$ cat config.mk
export PLATFORM = sky130hd
export DESIGN_NAME = bresenham_line_pixel_generator
export DESIGN_NICKNAME = d
export VERILOG_FILES = /design/src/hdl/blpg_pkg.sv /design/src/hdl/bresenham_line_pixel_generator.sv
export SDC_FILE = /design/constraint.sdc
export NUM_CORES = 1
export LEC_CHECK = 0
export BUFFER_PORTS_ARGS = -buffer_cell sky130_fd_sc_hd__buf_2
export CAP_MARGIN = 10
export CORE_MARGIN = 4
export CORE_UTILIZATION = 35
export CTS_CLUSTER_SIZE = 40
export DETAILED_ROUTE_END_ITERATION = 12
export GPL_TIMING_DRIVEN = 0
export SLEW_MARGIN = 20
export SYNTH_ARGS = -nofsm -noshare
export SYNTH_HDL_FRONTEND = slang
export SYNTH_SLANG_ARGS = --single-unit
export TNS_END_PERCENT = 10
$ cat constraint.sdc
create_clock -name clk -period 25.8 [get_ports clk]
set_clock_uncertainty 0.05 [all_clocks]
set_input_delay 2.58 -clock clk [delete_from_list [all_inputs] [get_ports clk]]
set_output_delay 2.58 -clock clk [all_outputs]
set_load 0.005 [all_outputs]
$ cat src/hdl/blpg_pkg.sv
// Shared constants for the Bresenham line pixel generator.
`default_nettype none
package blpg_pkg;

  // Widths that do not vary with the coordinate size.
  localparam int SCREEN_BITS = 12;
  localparam int COLOR_BITS  = 24;

  // Command codes carried on the cmd field.
  localparam logic CMD_START = 1'b0;
  localparam logic CMD_STEP  = 1'b1;

  // Configuration register indexes.
  localparam logic REG_SCREEN_WIDTH  = 1'b0;
  localparam logic REG_SCREEN_HEIGHT = 1'b1;

  // Screen size after reset.
  localparam logic [SCREEN_BITS-1:0] RESET_WIDTH  = 12'd800;
  localparam logic [SCREEN_BITS-1:0] RESET_HEIGHT = 12'd600;

endpackage
`default_nettype wire

$ cat src/hdl/bresenham_line_pixel_generator.sv
// Top level of the Bresenham line pixel generator.
`default_nettype none
// One command transaction is taken per clock cycle while cmd_stall is low. A start
// command loads the line and produces its first pixel; each step command produces
// the next pixel, or nothing once the line is finished. The pixel appears on the
// output register in the cycle after the command is taken, and a new command may
// be taken in every cycle while that register is free or being emptied. The rate of
// one pixel per cycle rests on the position and decision registers being updated
// once per pixel. cmd_stall is raised only while a pixel waits on a stalled output.
module bresenham_line_pixel_generator #(
  parameter int COORD_BITS = 12
) (
  input  wire logic                                  clk,
  input  wire logic                                  rst,
  // Configuration write port
  input  wire logic                                  cfg_we,
  input  wire logic                                  cfg_index,
  input  wire logic [blpg_pkg::SCREEN_BITS-1:0]      cfg_data,
  // Command channel
  input  wire logic                                  cmd_valid,
  output logic                                       cmd_stall,
  input  wire logic                                  cmd,
  input  wire logic signed [COORD_BITS-1:0]          start_x,
  input  wire logic signed [COORD_BITS-1:0]          start_y,
  input  wire logic signed [COORD_BITS-1:0]          end_x,
  input  wire logic signed [COORD_BITS-1:0]          end_y,
  input  wire logic [blpg_pkg::COLOR_BITS-1:0]       line_color,
  // Pixel channel
  output logic                                       pix_valid,
  input  wire logic                                  pix_stall,
  output logic signed [COORD_BITS-1:0]               pix_x,
  output logic signed [COORD_BITS-1:0]               pix_y,
  output logic [blpg_pkg::COLOR_BITS-1:0]            pix_color,
  output logic                                       visible,
  output logic                                       last
);

  localparam int AW = COORD_BITS + 1;  // coordinate difference and its magnitude
  localparam int DW = COORD_BITS + 3;  // decision term

  // Configuration registers.
  logic [blpg_pkg::SCREEN_BITS-1:0] screen_width;
  logic [blpg_pkg::SCREEN_BITS-1:0] screen_height;

  // Line state.
  logic signed [COORD_BITS-1:0] cur_x;
  logic signed [COORD_BITS-1:0] cur_y;
  logic signed [COORD_BITS-1:0] major_end;
  logic signed [DW-1:0]         decision;
  logic [AW-1:0]                abs_dx;
  logic [AW-1:0]                abs_dy;
  logic                         x_major;
  logic                         minor_up;
  logic [blpg_pkg::COLOR_BITS-1:0] held_color;
  logic                         active;

  // Next values.
  logic signed [COORD_BITS-1:0] cur_x_next;
  logic signed [COORD_BITS-1:0] cur_y_next;
  logic signed [COORD_BITS-1:0] major_end_next;
  logic signed [DW-1:0]         decision_next;
  logic [AW-1:0]                abs_dx_next;
  logic [AW-1:0]                abs_dy_next;
  logic                         x_major_next;
  logic                         minor_up_next;
  logic [blpg_pkg::COLOR_BITS-1:0] held_color_next;

  // Start command working values.
  logic signed [AW-1:0] dx;
  logic signed [AW-1:0] dy;
  logic [AW-1:0]        st_adx;
  logic [AW-1:0]        st_ady;
  logic                 st_xmajor;

  // Step working values.
  logic signed [DW-1:0] two_dx;
  logic signed [DW-1:0] two_dy;
  logic                 keep_minor;
  logic signed [COORD_BITS-1:0] minor_delta;

  // Handshake and emit.
  logic                 accept;
  logic                 produce;
  logic                 fin;
  logic                 vis;
  logic signed [COORD_BITS-1:0] major_pos;

  // A pixel is produced for every start, and for a step while a line is active.
  assign cmd_stall = pix_valid && pix_stall;
  assign accept    = cmd_valid && !cmd_stall;
  assign produce   = accept && ((cmd == blpg_pkg::CMD_START) || active);

  // Configuration writes.
  always_ff @(posedge clk) begin
    if (rst) begin
      screen_width  <= blpg_pkg::RESET_WIDTH;
      screen_height <= blpg_pkg::RESET_HEIGHT;
    end else if (cfg_we) begin
      case (cfg_index)
        blpg_pkg::REG_SCREEN_WIDTH:  screen_width  <= cfg_data;
        blpg_pkg::REG_SCREEN_HEIGHT: screen_height <= cfg_data;
        default: ;
      endcase
    end
  end

  // Set-up of a new line: deltas, magnitudes and the major axis.
  always_comb begin
    dx        = {end_x[COORD_BITS-1], end_x} - {start_x[COORD_BITS-1], start_x};
    dy        = {end_y[COORD_BITS-1], end_y} - {start_y[COORD_BITS-1], start_y};
    st_adx    = dx[AW-1] ? AW'(-dx) : AW'(dx);
    st_ady    = dy[AW-1] ? AW'(-dy) : AW'(dy);
    st_xmajor = st_ady <= st_adx;
  end

  // Doubled magnitudes held for the step updates.
  assign two_dx = $signed({1'b0, abs_dx, 1'b0});
  assign two_dy = $signed({1'b0, abs_dy, 1'b0});

  // The x-major test keeps the minor coordinate on a negative term, the
  // y-major test on a term that is zero or negative.
  assign keep_minor  = x_major ? decision[DW-1] : (decision[DW-1] || (decision == '0));
  assign minor_delta = minor_up ? COORD_BITS'(1) : {COORD_BITS{1'b1}};

  // Next line state for either command.
  always_comb begin
    cur_x_next      = cur_x;
    cur_y_next      = cur_y;
    major_end_next  = major_end;
    decision_next   = decision;
    abs_dx_next     = abs_dx;
    abs_dy_next     = abs_dy;
    x_major_next    = x_major;
    minor_up_next   = minor_up;
    held_color_next = held_color;
    if (cmd == blpg_pkg::CMD_START) begin
      abs_dx_next     = st_adx;
      abs_dy_next     = st_ady;
      x_major_next    = st_xmajor;
      minor_up_next   = (dx[AW-1] && dy[AW-1]) ||
                        (!dx[AW-1] && (dx != '0) && !dy[AW-1] && (dy != '0));
      held_color_next = line_color;
      if (st_xmajor) begin
        decision_next = $signed({1'b0, st_ady, 1'b0}) - $signed({2'b00, st_adx});
        if (!dx[AW-1]) begin
          cur_x_next = start_x; cur_y_next = start_y; major_end_next = end_x;
        end else begin
          cur_x_next = end_x; cur_y_next = end_y; major_end_next = start_x;
        end
      end else begin
        decision_next = $signed({1'b0, st_adx, 1'b0}) - $signed({2'b00, st_ady});
        if (!dy[AW-1]) begin
          cur_x_next = start_x; cur_y_next = start_y; major_end_next = end_y;
        end else begin
          cur_x_next = end_x; cur_y_next = end_y; major_end_next = start_y;
        end
      end
    end else if (x_major) begin
      cur_x_next = cur_x + COORD_BITS'(1);
      if (keep_minor) begin
        decision_next = decision + two_dy;
      end else begin
        cur_y_next    = cur_y + minor_delta;
        decision_next = decision + (two_dy - two_dx);
      end
    end else begin
      cur_y_next = cur_y + COORD_BITS'(1);
      if (keep_minor) begin
        decision_next = decision + two_dx;
      end else begin
        cur_x_next    = cur_x + minor_delta;
        decision_next = decision + (two_dx - two_dy);
      end
    end
  end

  // Final-pixel and on-screen tests on the new position.
  assign major_pos = x_major_next ? cur_x_next : cur_y_next;
  assign fin       = major_pos >= major_end_next;
  assign vis       = !cur_x_next[COORD_BITS-1] && !cur_y_next[COORD_BITS-1] &&
                     ({{blpg_pkg::SCREEN_BITS{1'b0}}, cur_x_next} <
                      {{COORD_BITS{1'b0}}, screen_width}) &&
                     ({{blpg_pkg::SCREEN_BITS{1'b0}}, cur_y_next} <
                      {{COORD_BITS{1'b0}}, screen_height});

  // Line state registers.
  always_ff @(posedge clk) begin
    if (rst) begin
      cur_x      <= '0;
      cur_y      <= '0;
      major_end  <= '0;
      decision   <= '0;
      abs_dx     <= '0;
      abs_dy     <= '0;
      x_major    <= 1'b0;
      minor_up   <= 1'b0;
      held_color <= '0;
      active     <= 1'b0;
    end else if (produce) begin
      cur_x      <= cur_x_next;
      cur_y      <= cur_y_next;
      major_end  <= major_end_next;
      decision   <= decision_next;
      abs_dx     <= abs_dx_next;
      abs_dy     <= abs_dy_next;
      x_major    <= x_major_next;
      minor_up   <= minor_up_next;
      held_color <= held_color_next;
      active     <= !fin;
    end
  end

  // Output register: valid flag.
  always_ff @(posedge clk) begin
    if (rst) begin
      pix_valid <= 1'b0;
    end else if (produce) begin
      pix_valid <= 1'b1;
    end else if (!pix_stall) begin
      pix_valid <= 1'b0;
    end
  end

  // Output register: pixel payload.
  always_ff @(posedge clk) begin
    if (produce) begin
      pix_x     <= cur_x_next;
      pix_y     <= cur_y_next;
      pix_color <= held_color_next;
      visible   <= vis;
      last      <= fin;
    end
  end

`ifndef ASSERT_OFF
  // The command side is held back only by a waiting, stalled pixel.
  a_stall_cause: assert property (@(posedge clk) disable iff (rst)
    cmd_stall |-> (pix_valid && pix_stall))
    else $error("command stalled without a stalled pixel");

  // Producing the final pixel ends the line.
  a_line_ends: assert property (@(posedge clk) disable iff (rst)
    (produce && fin) |=> !active)
    else $error("line still active after its final pixel");

  // A step with no active line yields no pixel.
  a_idle_step: assert property (@(posedge clk) disable iff (rst)
    (accept && (cmd == blpg_pkg::CMD_STEP) && !active && !pix_valid) |=> !pix_valid)
    else $error("pixel produced by a step with no active line");

  // A visible pixel never has a negative coordinate.
  a_visible_pos: assert property (@(posedge clk) disable iff (rst)
    (pix_valid && visible) |-> (!pix_x[COORD_BITS-1] && !pix_y[COORD_BITS-1]))
    else $error("visible pixel with a negative coordinate");
`endif

endmodule
`default_nettype wire
==> results.py <==
metrics = {
    "status": {
        "run_status": "finished, final reports clean",
    },
    "clock_tree": {
        "cts_setup_buffers": 0,
        "clock_sinks": 179,
        "cts_max_path_buffers": 2,
        "cts_made_buffers": 17,
        "clock_latency_ns": 0.46,
        "root_buffer": "clkbuf_16",
        "ctsHoldBuffers": 0,
        "path_clk_slew_ns": 0.08,
        "htreeDepth": 4,
        "ctsResizeCount": 0,
        "cts_tree": "done",
    },
    "run": {
        "maxCapViolCount": 0,
    },
    "cells_and_area": {
        "post-route-util_pct": 39.8,
        "fin_nets": 2579,
        "drive_above_1_share_pct": 10.5,
        "instances_no_fill": 2891,
        "n_antenna_cell": 0,
        "area_delta_synth_final_pct": 12.6,
    },
    "synthesis": {
        "synthTopCellsByArea": "dfxtp_1, ha_1, edfxtp_1, a21oi_1, inv_1",
        "ys_async_sr_fraction_pct": 0,
        "synth_area_mm2": 0.0169,
        "syn_inst": 2102,
        "yosysWarnings": 0,
        "synth_top_area_share_pct": 15.3,
        "yosysTopAreaCell": "dfxtp_1",
        "synth_edf_count": 50,
        "synth-seq-area-share_pct": 24.2,
        "syn_nets": 2418,
        "ys.flop_type": "dfxtp_1",
        "synthDistinctLibCells": 84,
        "synth_seq_cells": 179,
        "avgSynthCellArea_um2": 8.03,
    },
    "global_route": {
        "overflow": 0,
        "grt_pass1_vias": 15555,
        "antenna_found_initial": 0,
        "grt_pass1_wl_um": 89600,
        "grt_max_degree": 53,
        "grt.total_usage_pct": 22.4,
    },
    "hold_path": {
        "min-delay-start": "held_color[23]",
        "hold_depth": 2,
        "hp-class": "reg2reg",
    },
    "placed_design": {
        "place_inst": 2859,
        "globalplace.congestion": 1.01,
        "dpl.hpwl_um": 48100,
        "port_buffers": 141,
    },
    "floorplan": {
        "io_pins": 143,
        "dieHeight_um": 228,
        "core_area_mm2": 0.0477,
        "std_cell_rows": 80,
        "start_util_pct": 35.4,
        "die_area_mm2": 0.0518,
        "die_w_um": 228,
    },
    "worst_setup_path": {
        "cpMaxStageDelayCell": "xor2_1",
        "path_common_cell": "o21a_1",
        "crit_required_ns": 26.13,
        "crit_arrival_ns": 12.12,
        "critPathLaunchType": "input port",
        "cp_slowest_stage_delay_ns": 0.62,
        "path_class": "in2reg",
        "path_max_fanout": 10,
        "rr_startpoint": "minor_up",
        "ff2ff_path_depth": 22,
        "cp-startpoint": "end_x[0]",
        "cp-end-kind": "register",
    },
    "drt": {
        "drt_first_pass_iters": 6,
        "routed.top_layer": "met4",
        "routedWlPerCell_um": 20.4,
        "avgViaCountPerCell": 5.56,
        "route.met3.wl_um": 4450,
        "dr_wl_met2_um": 26400,
        "drt_wl_total_um": 59100,
        "wl_met1_um": 26200,
        "drt_iter0_drc": 1326,
        "vias": 16060,
        "ant_nets": 0,
        "route.detailed.drc": 0,
    },
    "pwr": {
        "power_density_mw_per_mm2": 86.1,
        "power_uw": 1640,
        "irDropWorstVdd_mv": 0.0427,
        "leakage_uw": 0.00809,
    },
    "timing": {
        "slew_headroom_pct": 24.9,
        "setup_tns_ns": 0,
        "rsz0062_at_grt": "false",
        "slew_violations": 0,
        "setup_viol": 0,
        "fmax_mhz": 84.8,
        "post-route-period-util_pct": 45.7,
        "hold_violations": 0,
        "period_minus_slack_ns": 11.79,
        "worst-slew-pin-transition_ns": 1.12,
        "hold_ws_ns": 0.403,
    },
}
## flip-flops by register name, summed over array words and instances (netlist names)
register	flops
abs_dx	13
abs_dy	13
active	1
cur_x	12
cur_y	12
decision	15
held_color	24
last	1
major_end	12
minor_up	1
pix_color	24
pix_valid	1
pix_x	12
pix_y	12
screen_height	12
screen_width	12
visible	1
x_major	1
## cells in the mapped netlist, types with 7 or more instances
cell         n
a211oi_1    86
a21boi_0    12
a21o_1      34
a21oi_1    185
a31oi_1      9
and2_1       8
and3_1      14
buf_1       14
clkbuf_1    73
dfxtp_1    129
edfxtp_1    50
fa_1        36
ha_1       189
inv_1      224
mux2_1       7
mux2_2      35
mux2i_1     19
nand2_1    221
nand2b_1    28
nand3_1     22
nand4_1     10
nor2_1     172
nor2b_1     25
nor3_1      35
nor4_1       8
o2111ai_1    8
o211ai_1    41
o21a_1      26
o21ai_0    100
o21ai_1      9
o21bai_1    16
o31ai_1     15
xnor2_1     84
xor2_1      43
## kinds of logic after synthesis
family	synth area share [%]
DFF	24.2
buffers and inverters	7.22
adders and majority gates	18.6
xor gates and xnor gates	6.78
and+or+nand+nor	15.1
muxes	4.42
AOI/OAI and AO/OA	23.7
## report_power, final
part | total, uW | internal, uW | switching [uW]
Combinational | 1010 | 387 | 621
Clock | 278 | 141 | 137
Sequential | 352 | 323 | 28.5
## final cells by class
type | count | area, um2
fillers | 4925 | 28700
multi-input cells | 1604 | 11600
flip-flops and latches | 179 | 4080
inverters | 224 | 841
well taps | 615 | 769
repair buffers | 142 | 733
clock buffers | 17 | 425
plain buffers | 95 | 383
clock inverters | 15 | 200
## routing by layer
metal  global-route usage [%]  vias up
li1                         -     7666
met1                     30.5     7702
met2                     36.3      604
met3                     3.26       88
met4                     7.85        0
met5                        0        -
## metrics by stage
stage / setup WS, ns / instance area (um2)
2_1_floorplan: 15.84 / 16900
3_3_place_gp: 13.70 / 18400
3_5_place_dp: 13.64 / 18400
4_1_cts: 14.09 / 19000
5_1_grt: 13.55 / 19000
6_report: 14.01 / 19000
## worst paths after layout
kind	endpoint	slack, ns
worst max register to register	visible	20.02
worst min-delay path	held_color[23]	0.40
worst min register to register	held_color[23]	0.40
worst max-delay path	active	14.01
## layout by cell type, fill, tap and decap left out, drive strengths merged, types with 6 or more instances in the layout
cell type	n
o31ai	15
and3	14
a2111oi	6
xnor2	86
o21a	26
o211ai	41
xor2	43
nand3	22
nor3	35
a211oi	86
clkbuf	90
o21ai	109
nand2b	28
and2	9
nand2	221
o2111ai	8
mux2i	20
mux2	46
nor4	8
dfxtp	129
a21o	34
fa	36
a21boi	13
buf	164
clkinv	6
nor2	172
o21bai	17
or2	8
nor2b	25
inv	232
a31oi	10
a21oi	185
nand4	10
o41ai	6
a211o	6
ha	189
edfxtp	50
## worst max-delay path: cells and delay by family
kind	cells	cell delay (ns)
xor+xnor	1	0.62
buf+inv	5	1.23
compound gates	23	4.73
mux	2	0.90
simple gates	7	0.79
fa+ha+maj	4	1.26
Power figures use the tool's default switching activity.
